### src/hw/rtl/smia_pkg.sv
// ----------------------------------------------------------------------------
// smia_pkg: segment id allocator shared definitions
// Sizes, command and status codes, and the bundles that pass between the
// sequencer and the top level.
// ----------------------------------------------------------------------------
package smia_pkg;

  localparam int MAX_SEGMENTS  = 64;
  localparam int SEGMENT_WORDS = 256;
  localparam int PROGRAM_WORDS = 4096;

  // payload field widths
  localparam int CMD_W  = 3;
  localparam int ID_W   = 7;
  localparam int OFS_W  = 12;
  localparam int LEN_W  = 13;
  localparam int ST_W   = 3;
  localparam int DATA_W = 32;

  localparam int SLOT_W     = $clog2(MAX_SEGMENTS);
  localparam int CNT_W      = $clog2(MAX_SEGMENTS + 1);
  localparam int SEG_LEN_W  = $clog2(SEGMENT_WORDS + 1);
  localparam int SEG_DEPTH  = MAX_SEGMENTS * SEGMENT_WORDS;
  localparam int SEG_ADDR_W = $clog2(SEG_DEPTH);
  localparam int PRG_ADDR_W = $clog2(PROGRAM_WORDS);
  localparam int PRG_LEN_W  = $clog2(PROGRAM_WORDS + 1);
  // common width for range compares of ids, offsets and lengths
  localparam int CMP_W      = 18;

  typedef enum logic [CMD_W-1:0] {
    CMD_MAP, CMD_UNMAP, CMD_PUT, CMD_GET,
    CMD_PUT_PRG, CMD_GET_PRG, CMD_SWITCH, CMD_SET_LEN
  } cmd_e;

  typedef enum logic [ST_W-1:0] {
    ST_OK, ST_NO_FREE, ST_TOO_LONG, ST_NOT_MAPPED, ST_OFFSET
  } status_e;

  typedef enum logic [2:0] {
    S_IDLE, S_LOOK, S_FILL, S_READ, S_COPY, S_DRAIN
  } state_e;

  typedef struct packed {
    logic [CMD_W-1:0]  command;
    logic [ID_W-1:0]   segment_id;
    logic [OFS_W-1:0]  offset;
    logic [LEN_W-1:0]  length;
    logic [DATA_W-1:0] value;
  } cmd_t;

  typedef struct packed {
    logic              done;
    logic [ST_W-1:0]   status;
    logic [DATA_W-1:0] data;
  } rsp_t;

  typedef struct packed {
    logic                  we;
    logic [SEG_ADDR_W-1:0] waddr;
    logic [DATA_W-1:0]     wdata;
    logic [SEG_ADDR_W-1:0] raddr;
  } seg_req_t;

  typedef struct packed {
    logic                  we;
    logic [PRG_ADDR_W-1:0] waddr;
    logic [DATA_W-1:0]     wdata;
    logic [PRG_ADDR_W-1:0] raddr;
  } prg_req_t;

  typedef struct packed {
    logic                 we;
    logic [SLOT_W-1:0]    waddr;
    logic [SEG_LEN_W-1:0] wdata;
    logic [SLOT_W-1:0]    raddr;
  } len_req_t;

  typedef struct packed {
    logic              we;
    logic [SLOT_W-1:0] waddr;
    logic [SLOT_W-1:0] wdata;
    logic [SLOT_W-1:0] raddr;
  } stk_req_t;

  // slot named by an id (id minus one); only meaningful for ids in range
  function automatic logic [SLOT_W-1:0] slot_of(logic [ID_W-1:0] id);
    logic [CMP_W-1:0] ext;
    ext = CMP_W'(id) - CMP_W'(1);
    return ext[SLOT_W-1:0];
  endfunction

  function automatic logic [SEG_ADDR_W-1:0] base_of(logic [SLOT_W-1:0] slot);
    return SEG_ADDR_W'(slot) * SEG_ADDR_W'(SEGMENT_WORDS);
  endfunction

endpackage

### src/hw/rtl/smia_ctrl.sv
// ----------------------------------------------------------------------------
// smia_ctrl: command sequencer
// Decodes one command, drives the memories and walks fill and copy loops
// one word per cycle with a shared address counter.
// ----------------------------------------------------------------------------
module smia_ctrl import smia_pkg::*; (
  input  logic                 clk_i,
  input  logic                 rst_ni,
  input  logic                 start_i,
  input  cmd_t                 cmd_i,
  output logic                 idle_o,
  output rsp_t                 rsp_o,
  output seg_req_t             seg_req_o,
  input  logic [DATA_W-1:0]    seg_rdata_i,
  output prg_req_t             prg_req_o,
  input  logic [DATA_W-1:0]    prg_rdata_i,
  output len_req_t             len_req_o,
  input  logic [SEG_LEN_W-1:0] len_rdata_i,
  output stk_req_t             stk_req_o,
  input  logic [SLOT_W-1:0]    stk_rdata_i
);

  state_e                  state_q, state_d;
  cmd_t                    cmd_q, cmd_d;
  logic [SLOT_W-1:0]       slot_q, slot_d;
  logic [SEG_ADDR_W-1:0]   base_q, base_d;
  logic [SEG_LEN_W-1:0]    wcnt_q, wcnt_d;
  logic [SEG_LEN_W-1:0]    wlen_q, wlen_d;
  logic [MAX_SEGMENTS-1:0] mapped_q, mapped_d;
  logic [CNT_W-1:0]        count_q, count_d;
  logic [CNT_W-1:0]        fresh_q, fresh_d;
  logic [PRG_LEN_W-1:0]    plen_q, plen_d;
  logic                    cp_wr_q, cp_wr_d;
  logic [PRG_ADDR_W-1:0]   cp_waddr_q, cp_waddr_d;
  logic                    rd_prg_q, rd_prg_d;

  // decode of the latched command
  logic [CMP_W-1:0]  id_ext;
  logic [SLOT_W-1:0] id_slot;
  logic              id_mapped;
  logic              ofs_in_seg, ofs_in_prg;
  logic              map_long, map_pop, map_fresh, map_ok;
  logic [SLOT_W-1:0] map_slot;
  logic              sw_long, setlen_long, walk_last;
  logic [SEG_ADDR_W-1:0] put_addr;

  assign id_ext    = CMP_W'(cmd_q.segment_id);
  assign id_slot   = slot_of(cmd_q.segment_id);
  assign id_mapped = (id_ext != '0) && (id_ext <= CMP_W'(MAX_SEGMENTS))
                     && mapped_q[id_slot];
  assign ofs_in_seg = CMP_W'(cmd_q.offset) < CMP_W'(len_rdata_i);
  assign ofs_in_prg = CMP_W'(cmd_q.offset) < CMP_W'(plen_q);
  assign map_long   = CMP_W'(cmd_q.length) > CMP_W'(SEGMENT_WORDS);
  assign map_pop    = count_q != '0;
  assign map_fresh  = fresh_q < CNT_W'(MAX_SEGMENTS);
  assign map_ok     = !map_long && (map_pop || map_fresh);
  assign map_slot   = map_pop ? stk_rdata_i : fresh_q[SLOT_W-1:0];
  assign sw_long    = CMP_W'(len_rdata_i) > CMP_W'(PROGRAM_WORDS);
  assign setlen_long = CMP_W'(cmd_q.length) > CMP_W'(PROGRAM_WORDS);
  assign walk_last  = wcnt_q == (wlen_q - SEG_LEN_W'(1));
  assign put_addr   = base_of(id_slot) + SEG_ADDR_W'(cmd_q.offset);

  assign idle_o = state_q == S_IDLE;

  // next state
  always_comb begin
    state_d = state_q;
    unique case (state_q)
      S_IDLE: if (start_i) state_d = S_LOOK;
      S_LOOK: begin
        state_d = S_IDLE;
        unique case (cmd_e'(cmd_q.command))
          CMD_MAP:     if (map_ok && cmd_q.length != '0) state_d = S_FILL;
          CMD_GET:     if (id_mapped && ofs_in_seg) state_d = S_READ;
          CMD_GET_PRG: if (ofs_in_prg) state_d = S_READ;
          CMD_SWITCH: begin
            if (id_mapped && !sw_long && len_rdata_i != '0) state_d = S_COPY;
          end
          CMD_UNMAP, CMD_PUT, CMD_PUT_PRG, CMD_SET_LEN: state_d = S_IDLE;
        endcase
      end
      S_FILL:  if (walk_last) state_d = S_IDLE;
      S_READ:  state_d = S_IDLE;
      S_COPY:  if (walk_last) state_d = S_DRAIN;
      S_DRAIN: state_d = S_IDLE;
      default: state_d = S_IDLE;
    endcase
  end

  // datapath and memory requests
  always_comb begin
    cmd_d      = cmd_q;
    slot_d     = slot_q;
    base_d     = base_q;
    wcnt_d     = wcnt_q;
    wlen_d     = wlen_q;
    mapped_d   = mapped_q;
    count_d    = count_q;
    fresh_d    = fresh_q;
    plen_d     = plen_q;
    cp_wr_d    = 1'b0;
    cp_waddr_d = cp_waddr_q;
    rd_prg_d   = rd_prg_q;
    rsp_o      = '0;

    seg_req_o       = '0;
    seg_req_o.raddr = base_q + SEG_ADDR_W'(wcnt_q);
    // copy writes land in the cycle after their read
    prg_req_o       = '0;
    prg_req_o.we    = cp_wr_q;
    prg_req_o.waddr = cp_waddr_q;
    prg_req_o.wdata = seg_rdata_i;
    prg_req_o.raddr = PRG_ADDR_W'(cmd_q.offset);
    len_req_o       = '0;
    len_req_o.raddr = slot_of(cmd_i.segment_id);
    stk_req_o       = '0;
    stk_req_o.raddr = SLOT_W'(count_q - CNT_W'(1));

    unique case (state_q)
      S_IDLE: if (start_i) cmd_d = cmd_i;
      S_LOOK: begin
        unique case (cmd_e'(cmd_q.command))
          CMD_MAP: begin
            if (map_long) begin
              rsp_o.done   = 1'b1;
              rsp_o.status = ST_TOO_LONG;
            end else if (!map_ok) begin
              rsp_o.done   = 1'b1;
              rsp_o.status = ST_NO_FREE;
            end else begin
              if (map_pop) count_d = count_q - CNT_W'(1);
              else         fresh_d = fresh_q + CNT_W'(1);
              mapped_d[map_slot] = 1'b1;
              len_req_o.we    = 1'b1;
              len_req_o.waddr = map_slot;
              len_req_o.wdata = SEG_LEN_W'(cmd_q.length);
              slot_d = map_slot;
              base_d = base_of(map_slot);
              wcnt_d = '0;
              wlen_d = SEG_LEN_W'(cmd_q.length);
              if (cmd_q.length == '0) begin
                rsp_o.done   = 1'b1;
                rsp_o.status = ST_OK;
                rsp_o.data   = DATA_W'(map_slot) + DATA_W'(1);
              end
            end
          end
          CMD_UNMAP: begin
            rsp_o.done = 1'b1;
            if (!id_mapped) begin
              rsp_o.status = ST_NOT_MAPPED;
            end else begin
              rsp_o.status = ST_OK;
              mapped_d[id_slot] = 1'b0;
              if (count_q < CNT_W'(MAX_SEGMENTS)) begin
                stk_req_o.we    = 1'b1;
                stk_req_o.waddr = count_q[SLOT_W-1:0];
                stk_req_o.wdata = id_slot;
                count_d = count_q + CNT_W'(1);
              end
            end
          end
          CMD_PUT, CMD_GET: begin
            seg_req_o.raddr = put_addr;
            rd_prg_d = 1'b0;
            if (!id_mapped) begin
              rsp_o.done   = 1'b1;
              rsp_o.status = ST_NOT_MAPPED;
            end else if (!ofs_in_seg) begin
              rsp_o.done   = 1'b1;
              rsp_o.status = ST_OFFSET;
            end else if (cmd_e'(cmd_q.command) == CMD_PUT) begin
              seg_req_o.we    = 1'b1;
              seg_req_o.waddr = put_addr;
              seg_req_o.wdata = cmd_q.value;
              rsp_o.done   = 1'b1;
              rsp_o.status = ST_OK;
            end
          end
          CMD_PUT_PRG, CMD_GET_PRG: begin
            rd_prg_d = 1'b1;
            if (!ofs_in_prg) begin
              rsp_o.done   = 1'b1;
              rsp_o.status = ST_OFFSET;
            end else if (cmd_e'(cmd_q.command) == CMD_PUT_PRG) begin
              prg_req_o.we    = 1'b1;
              prg_req_o.waddr = PRG_ADDR_W'(cmd_q.offset);
              prg_req_o.wdata = cmd_q.value;
              rsp_o.done   = 1'b1;
              rsp_o.status = ST_OK;
            end
          end
          CMD_SWITCH: begin
            if (!id_mapped) begin
              rsp_o.done   = 1'b1;
              rsp_o.status = ST_NOT_MAPPED;
            end else if (sw_long) begin
              rsp_o.done   = 1'b1;
              rsp_o.status = ST_TOO_LONG;
            end else begin
              plen_d = PRG_LEN_W'(len_rdata_i);
              base_d = base_of(id_slot);
              wcnt_d = '0;
              wlen_d = len_rdata_i;
              if (len_rdata_i == '0) begin
                rsp_o.done   = 1'b1;
                rsp_o.status = ST_OK;
              end
            end
          end
          CMD_SET_LEN: begin
            rsp_o.done = 1'b1;
            if (setlen_long) begin
              rsp_o.status = ST_TOO_LONG;
            end else begin
              rsp_o.status = ST_OK;
              plen_d = PRG_LEN_W'(cmd_q.length);
            end
          end
        endcase
      end
      S_FILL: begin
        seg_req_o.we    = 1'b1;
        seg_req_o.waddr = base_q + SEG_ADDR_W'(wcnt_q);
        seg_req_o.wdata = cmd_q.value;
        wcnt_d = wcnt_q + SEG_LEN_W'(1);
        if (walk_last) begin
          rsp_o.done   = 1'b1;
          rsp_o.status = ST_OK;
          rsp_o.data   = DATA_W'(slot_q) + DATA_W'(1);
        end
      end
      S_READ: begin
        rsp_o.done   = 1'b1;
        rsp_o.status = ST_OK;
        rsp_o.data   = rd_prg_q ? prg_rdata_i : seg_rdata_i;
      end
      S_COPY: begin
        cp_wr_d    = 1'b1;
        cp_waddr_d = PRG_ADDR_W'(wcnt_q);
        wcnt_d     = wcnt_q + SEG_LEN_W'(1);
      end
      S_DRAIN: begin
        rsp_o.done   = 1'b1;
        rsp_o.status = ST_OK;
      end
      default: ;
    endcase
  end

  always_ff @(posedge clk_i or negedge rst_ni) begin
    if (!rst_ni) begin
      state_q  <= S_IDLE;
      mapped_q <= '0;
      count_q  <= '0;
      fresh_q  <= '0;
      plen_q   <= '0;
      cp_wr_q  <= 1'b0;
    end else begin
      state_q  <= state_d;
      mapped_q <= mapped_d;
      count_q  <= count_d;
      fresh_q  <= fresh_d;
      plen_q   <= plen_d;
      cp_wr_q  <= cp_wr_d;
    end
  end

  always_ff @(posedge clk_i) begin
    cmd_q      <= cmd_d;
    slot_q     <= slot_d;
    base_q     <= base_d;
    wcnt_q     <= wcnt_d;
    wlen_q     <= wlen_d;
    cp_waddr_q <= cp_waddr_d;
    rd_prg_q   <= rd_prg_d;
  end

  a_fresh_bound: assert property (@(posedge clk_i) disable iff (!rst_ni)
    fresh_q <= CNT_W'(MAX_SEGMENTS))
    else $error("fresh slot mark beyond slot count");
  a_stack_bound: assert property (@(posedge clk_i) disable iff (!rst_ni)
    count_q <= fresh_q)
    else $error("free stack holds more slots than were ever used");
  a_start_idle: assert property (@(posedge clk_i) disable iff (!rst_ni)
    start_i |-> state_q == S_IDLE)
    else $error("command started while busy");
  a_done_idle: assert property (@(posedge clk_i) disable iff (!rst_ni)
    rsp_o.done |=> state_q == S_IDLE)
    else $error("sequencer did not return to idle after a result");
  a_copy_write: assert property (@(posedge clk_i) disable iff (!rst_ni)
    cp_wr_q |-> $past(state_q) == S_COPY)
    else $error("copy write without a copy read");

endmodule

### config.mk
export PLATFORM = sky130hd
export DESIGN_NAME = smia_ctrl
export DESIGN_NICKNAME = d
export VERILOG_FILES = /design/src/hw/rtl/smia_pkg.sv /design/src/hw/rtl/smia_ctrl.sv
export SDC_FILE = /design/constraint.sdc
export NUM_CORES = 1
export LEC_CHECK = 0
export ABC_AREA = 1
export ABC_CLOCK_PERIOD_IN_PS = 7400
export BUFFER_PORTS_ARGS = -buffer_cell sky130_fd_sc_hd__buf_4
export CAP_MARGIN = 20
export CORE_ASPECT_RATIO = 2
export CORE_MARGIN = 2
export CORE_UTILIZATION = 48
export CTS_BUF_LIST = sky130_fd_sc_hd__clkbuf_16
export DETAILED_ROUTE_END_ITERATION = 6
export GPL_ROUTABILITY_DRIVEN = 0
export HOLD_SLACK_MARGIN = 0.15
export PLACE_DENSITY = 0.77
export SYNTH_ARGS = -nofsm -noshare
export SYNTH_HDL_FRONTEND = slang
export SYNTH_SLANG_ARGS = --single-unit
### constraint.sdc
create_clock -name clk_i -period 7.4 [get_ports clk_i]
set_input_delay 0 -clock clk_i [delete_from_list [all_inputs] [get_ports clk_i]]
set_output_delay 0 -clock clk_i [all_outputs]
set_load 0.005 [all_outputs]
==> run metrics, run 1 <==
Post-DP Area approximately 0.016 mm²; largest family of logic cells by synthesized area simple AND/OR/NAND/NOR gates; YS warnings 0; final net count 2391; synth unique cells 47; endpoints failing setup 0; Worst Hold Class input pin to register; IO buf count 344; Initial Util 48.6%; RSZ-0062 raised after global routing no; crit path DAT 4870 ps; mapped cell area 0.0137 mm²; Syn Inst Count 1829; Rel. slew slack 29.6%; CP max FO 54; Via density 5.78; DP HPWL 37.8 mm; Mapped Nets between 2000 and 2500; antenna violations before repair 3; clk_skew 23.6 ps; number of synthesized flops with an enable pin 107; vias in the first global route 14473; H-tree depth 1; TritonCTS clock tree done; first-pass GRT wire length 77.9 mm; Max Clock Freq 205 MHz; Num CTS Buffers 20; via count 14902; CP max-delay cell ha_1; post-synthesis simple-gate area fraction between 20% and 30%; Avg WL per Cell 20.3 µm; fin crit share 65.8%; Row Count 87; Crit Path Class register to output port; final hold vios 0; Die H 243 µm; # DRC 0; largest net degree at the start of global routing 129; Seq/Total Area, Yosys a little over 40%; post-route minimum period 4870 ps; FFs w/ async S/R, synth a little under half; post-synthesis xor/xnor area fraction about 2.6%; IO Count 345; Synth Area in Compound Gates roughly 20%; setup TNS 0 ps; Clock Sink Count 202; crit path buf inv count 6; Area contributors post-synth edfxtp_1 (23%), dfrtp_1 (17%), nand2_1 (10%), o21ai_0 (7.7%), inv_1 (6.3%); power per cell area 313 mW/mm²; final wirelength ~52 mm; post-CTS sizing 0; worst ir drop on vdd 0.176 mV; CP endpoint kind output port; layout cell share with drive strength beyond 1 20.9%; pins over their slew limit 0; LEAKAGE 0.00868 µW; Clock Root Buffer clkbuf_16; mux contribution to synthesized area around 2.7%; top_reg_cell synth edfxtp_1; Synth Area per Inst 7.49 µm²; CP top delay family simple AND/OR/NAND/NOR gates; Clock transition at path regs about 70 ps; #FFs+latches synth 202; final design area excluding fillers 0.0179 mm²; final core occ 63.5%; worst slew pin tran roughly 1000 ps; total gr overflow 0; status complete, no violations; top-count cell post-synth nand2_1; Worst path max stage delay 700 ps; cell-by-cell trace of the critical path buf_4, inv_4, ha_1, inv_1, nand3_1, inv_1, a21oi_1, nand2_1, nand2_1, nand2_1, nor2_4, nand2_2, inv_1, nand4_1, nor2_1, buf_4; die area 0.0300 mm²; Post-Synth Adder-Cell Area 3.34%; Clk Latency, worst-skew pair roughly 520 ps; share of the synthesized area in the top cell type 23.4%; area leader, netlist edfxtp_1; gr usage total between 30% and 40%; number of max-cap violations 0; core area 0.0282 mm²; Initial DRT Pass Iterations 7; most frequent cells after synthesis nand2_1 (381), inv_1 (231), o21ai_0 (212); Worst Path Required 7400 ps; ANT nets after route 0; Worst Setup Start Kind register; Die Wd 123 µm; Layout area overhead 30.7%; clock tree buffer depth 3; Initial DRC Count between 1500 and 2000
## report_power, final
part           internal [µW]  switching, µW
sequential              1590            331
combinational            999           1680
clock                    551            459
## cell type report
| type | count | area (µm²) |
|---|---|---|
| Clock buffer | 21 | 526 |
| Sequential cell | 202 | 5590 |
| Tap cell | 356 | 445 |
| Antenna cell | 2 | 5.00 |
| Inverter | 243 | 915 |
| Fill cell | 2346 | 10300 |
| Timing Repair Buffer | 449 | 3610 |
| Clock inverter | 15 | 100 |
| Multi-Input combinational cell | 1290 | 6730 |
## cell usage in the layout (no fill, tap or decap), types with 2 or more instances in the layout
| cell type | netlist | final |
|---|---|---|
| nand2_1 | 381 | 381 |
| buf_4 | 15 | 362 |
| inv_1 | 231 | 237 |
| o21ai_0 | 212 | 212 |
| nor2_1 | 184 | 184 |
| a21oi_1 | 116 | 116 |
| edfxtp_1 | 107 | 107 |
| dfrtp_1 | 95 | 95 |
| dlygate4sd3_1 | 0 | 84 |
| o21ai_1 | 68 | 68 |
| nand3_1 | 46 | 46 |
| ha_1 | 35 | 35 |
| o21a_1 | 33 | 33 |
| mux2_2 | 32 | 32 |
| xor2_1 | 30 | 30 |
| o211ai_1 | 27 | 27 |
| nand4_1 | 23 | 23 |
| clkbuf_16 | 0 | 21 |
| nor3_1 | 21 | 18 |
| inv_2 | 10 | 12 |
| xnor2_1 | 11 | 11 |
| o22ai_1 | 11 | 11 |
| nand2_2 | 8 | 7 |
| nand3b_1 | 6 | 6 |
| o21bai_1 | 6 | 6 |
| nor2_2 | 5 | 5 |
| a31oi_1 | 5 | 5 |
| nor3_2 | 1 | 4 |
| or2_2 | 4 | 4 |
| nor4_1 | 4 | 4 |
| clkinv_2 | 0 | 4 |
| o21ai_2 | 3 | 3 |
| a22oi_1 | 3 | 3 |
| o31ai_1 | 3 | 3 |
| nor3b_1 | 3 | 3 |
| diode_2 | 0 | 2 |
| clkinv_1 | 1 | 2 |
## path summary, 6_finish.rpt
check                                             from  slack (ps)                        to  cells past startpoint
min in group asynchronous                       rst_ni         290  mapped_q[31]$_DFFE_PN0P_                      3
worst max register to register     cmd_q[57]$_DFFE_PP_        3090  mapped_q[40]$_DFFE_PN0P_                     18
worst min register to register  fresh_q[6]$_DFFE_PN0P_         480    fresh_q[6]$_DFFE_PN0P_                      2
max in group asynchronous                       rst_ni        6390    fresh_q[4]$_DFFE_PN0P_                      4
worst min-delay path                         cmd_i[48]         190    prg_req_o[3]$_DFFE_PP_                      2
worst max-delay path               cmd_q[57]$_DFFE_PP_        2530              stk_req_o[7]                     16
## logic make-up (layout without fill, tap and decap cells)
family / count (synthesis) / count (layout)
AND/OR/NAND/NOR: 689 / 689
AO/OA/AOI/OAI: 491 / 491
buffers and inverters: 337 / 728
flip-flops: 202 / 202
XOR/XNOR: 41 / 41
adder cells (fa/ha/maj): 36 / 36
multiplexers: 33 / 33
other: 0 / 2
## through the flow
stage / std cells / worst slack, ps / hold WS [ps] / total power, µW
global route: 2578 / 2250 / 209 / 5960
floorplan: 1829 / 1710 / -296 / 3530
CTS: 2572 / 2610 / 188 / 5520
global placement: 2452 / 3170 / -84.9 / 4380
finish: 2578 / 2530 / 195 / 5620
detailed placement: 2452 / 2990 / -82.3 / 4470
## state kept, by name (all words and copies together), names as in the netlist
register and cells:
cp_wr_q 1, prg_req_o 12, cp_waddr_q 9, fresh_q 7, plen_q 13, slot_q 6, state_q 3, base_q 6
wlen_q 9, wcnt_q 9, rd_prg_q 1, count_q 7, cmd_q 55, mapped_q 64
## repair_timing
item,CTS,global route
buffers inserted,0,0
hold buffers,84,0
hold endpoints to repair,189,0
## per-layer routing
metal / share of wire [%] / wire, µm / vias up / GRT usage, %
met2: 51 / 26600 / 899 / 58.8
met1: 32 / 16900 / 6917 / 34.8
met5: 0.019 / 10 / - / 0
met4: 8.4 / 4380 / 2 / 25.8
li1: - / - / 6814 / -
met3: 8.5 / 4450 / 270 / 6.91
No activity file was read; power rests on OpenSTA's default activity.
==> run 2: changes to the inputs <==
--- a/config.mk
+++ b/config.mk
@@ -6,7 +6,7 @@
 export NUM_CORES = 1
 export LEC_CHECK = 0
 export ABC_AREA = 1
-export ABC_CLOCK_PERIOD_IN_PS = 7400
+export ABC_CLOCK_PERIOD_IN_PS = 4150
 export BUFFER_PORTS_ARGS = -buffer_cell sky130_fd_sc_hd__buf_4
 export CAP_MARGIN = 20
 export CORE_ASPECT_RATIO = 2
@@ -16,7 +16,7 @@
 export DETAILED_ROUTE_END_ITERATION = 6
 export GPL_ROUTABILITY_DRIVEN = 0
 export HOLD_SLACK_MARGIN = 0.15
-export PLACE_DENSITY = 0.77
+export PLACE_DENSITY = 0.8
 export SYNTH_ARGS = -nofsm -noshare
 export SYNTH_HDL_FRONTEND = slang
 export SYNTH_SLANG_ARGS = --single-unit
==> constraint.sdc (replaced) <==
create_clock -name clk_i -period 4.15 [get_ports clk_i]
set_input_delay 0 -clock clk_i [delete_from_list [all_inputs] [get_ports clk_i]]
set_output_delay 0 -clock clk_i [all_outputs]
set_load 0.005 [all_outputs]
==> run 2 against run 1 <==
Die area unchanged. Sequential power rose by 77%. Critical path depth shrank 3. Non-clock buffer count up 6. Routed wire length fell by 1.1%. Count of clock-buffer cells in the layout stayed put. Combinational power is 80% higher. Final cell count up 0.12%. Setup slack worse by 2400 ps. Register-to-register slack worse by 2500 ps. Largest cell class unchanged. First-iteration DRC count increased by 2.6%. Global-route usage up 0.052 points.
==> run metrics, run 2 (synthesis gave the netlist of run 1 again) <==
setup slack after layout ~160 ps; crit path DAT 3990 ps; CP max FO 16; Layout area overhead 31.1%; layout cell share with drive strength beyond 1 a little over a fifth; met3 usage 6.48%; clk_skew 17.4 ps; Die Wd approximately 120 µm; most frequent cells in the layout nand2_1 (381), buf_4 (370), inv_1 (233); Max Clock Freq 251 MHz; power per cell area 562 mW/mm²; Worst Setup Start Kind register; TritonCTS clock tree done; cell-by-cell trace of the critical path inv_1, ha_1, nand2_1, nor2_2, nand2_2, o21ai_1, inv_1, nor2_1, nand2_1, nor2_1, a22oi_1, o21ai_0, buf_4; status complete, no violations; pins over their slew limit 0; worst slack, placed 542 ps; Worst Hold Class input pin to asynchronous set/reset pin; fin crit share 96.2%; ANT nets after route 0; Initial Util about 49%; CP max-delay cell o21ai_1; Clock Root Buffer clkbuf_16; worst ir drop on vdd 0.284 mV; post-route minimum period 3990 ps; hold slack final 154 ps; H-tree depth 1; total gr overflow 0; Crit Path Class register to output port; Post-DP Area 0.0165 mm²; FF-to-FF setup slack 630 ps; Num CTS Buffers 20; antenna violations before repair 0; final net count 2397; Row Count 87; met1 track demand over resource 36.2%; endpoints failing setup 0; commonest non-fill, non-tap cell in the layout nand2_1; gr usage total 34.0%; largest net degree at the start of global routing 129; clock tree buffer depth 3; final wirelength 51.7 mm; Rel. slew slack 43.9%; IO Count 345; LEAKAGE slightly below 0.009 µW; power consumption 10100 µW; GRT busiest layer met2; Clk Latency, worst-skew pair 520 ps; largest reg by FF count mapped_q; RSZ-0062 raised after global routing no; Initial DRC Count 1565; final hold vios 0; # DRC 0; worst slew pin tran 842 ps; Worst path max stage delay approximately 700 ps; Die H 243 µm; Via density 5.78; first-pass GRT wire length 78.5 mm; DP HPWL 37.3 mm; number of max-cap violations 0; via count between 10000 and 15000; core area 0.0282 mm²; die area 0.0300 mm²; biggest regs mapped_q: 64 flops, cmd_q: 55 flops, plen_q: 13 flops; IO buf count 344; Antenna Cells 0; grt met2 use 57.3%; vias in the first global route between 10000 and 15000; Initial DRT Pass Iterations 6; final design area excluding fillers 0.0180 mm²; Avg WL per Cell 20.0 µm; setup TNS 0 ps; max FFs per register 64; Clock Sink Count 202; Clock transition at path regs around 60 ps; Worst Path Required 4150 ps; CP endpoint kind output port
==> run 2: changes by cell type in the layout (fill, tap and decap cells not counted), moves of 2 or more <==
cell	previous run	this run
clkinv_1	2	4
clkinv_2	4	1
clkinvlp_2	0	2
buf_4	362	370
diode_2	2	0
inv_1	237	233
==> run 2: metrics by stage <==
| stage | util, % | std cells |
|---|---|---|
| floorplan | - | 1829 |
| global placement | 58.4 | 2461 |
| detailed placement | 58.4 | 2461 |
| CTS | 63.7 | 2579 |
| global route | 63.8 | 2581 |
| finish | 63.8 | 2581 |
==> run 2: path summary, 6_finish.rpt <==
check                                             from                       end  cells after the start
worst max-delay path            count_q[0]$_DFFE_PN0P_                  rsp_o[6]                     13
min in group clk_i                           cmd_i[36]       cmd_q[36]$_DFFE_PP_                      2
max in group asynchronous                       rst_ni  mapped_q[24]$_DFFE_PN0P_                      3
worst min-delay path                            rst_ni    count_q[1]$_DFFE_PN0P_                      2
worst max register to register  count_q[0]$_DFFE_PN0P_  mapped_q[50]$_DFFE_PN0P_                     12
worst min register to register  fresh_q[6]$_DFFE_PN0P_    fresh_q[6]$_DFFE_PN0P_                      2
==> run 2: per-layer routing <==
| layer | vias up | share of wire, % |
|---|---|---|
| met4 | 0 | 9.3 |
| li1 | 6825 | - |
| met1 | 6824 | 33 |
| met5 | - | 0 |
| met2 | 988 | 49 |
| met3 | 276 | 8.8 |
==> run 2: repair_timing <==
| item | CTS | global route |
|---|---|---|
| hold endpoints to repair | 151 | 0 |
| setup endpoints to repair | 0 | 13 |
| hold buffers | 83 | 0 |
| gates resized for setup | 0 | 1 |
| buffers inserted | 0 | 1 |
==> run 2: final cells by class <==
type	instances	area, µm²
fill	2382	10200
multi-input combinational	1290	6740
sequential	202	5590
timing repair buffer	455	3640
inverter	243	915
clock buffer	21	526
tap	356	445
clock inverter	14	123
==> run 2: report_power, final <==
part,switching [µW],internal (µW)
clock,813,1040
combinational,3020,1800
sequential,576,2840
==> run 2: worst max-delay path: cells and delay by family (launching register included) <==
kind	cells	cell delay [ps]
DFF	1	430
AOI/OAI and AO/OA	3	970
buffers and inverters	3	640
adders and majority gates	1	210
and+or+nand+nor	6	1220
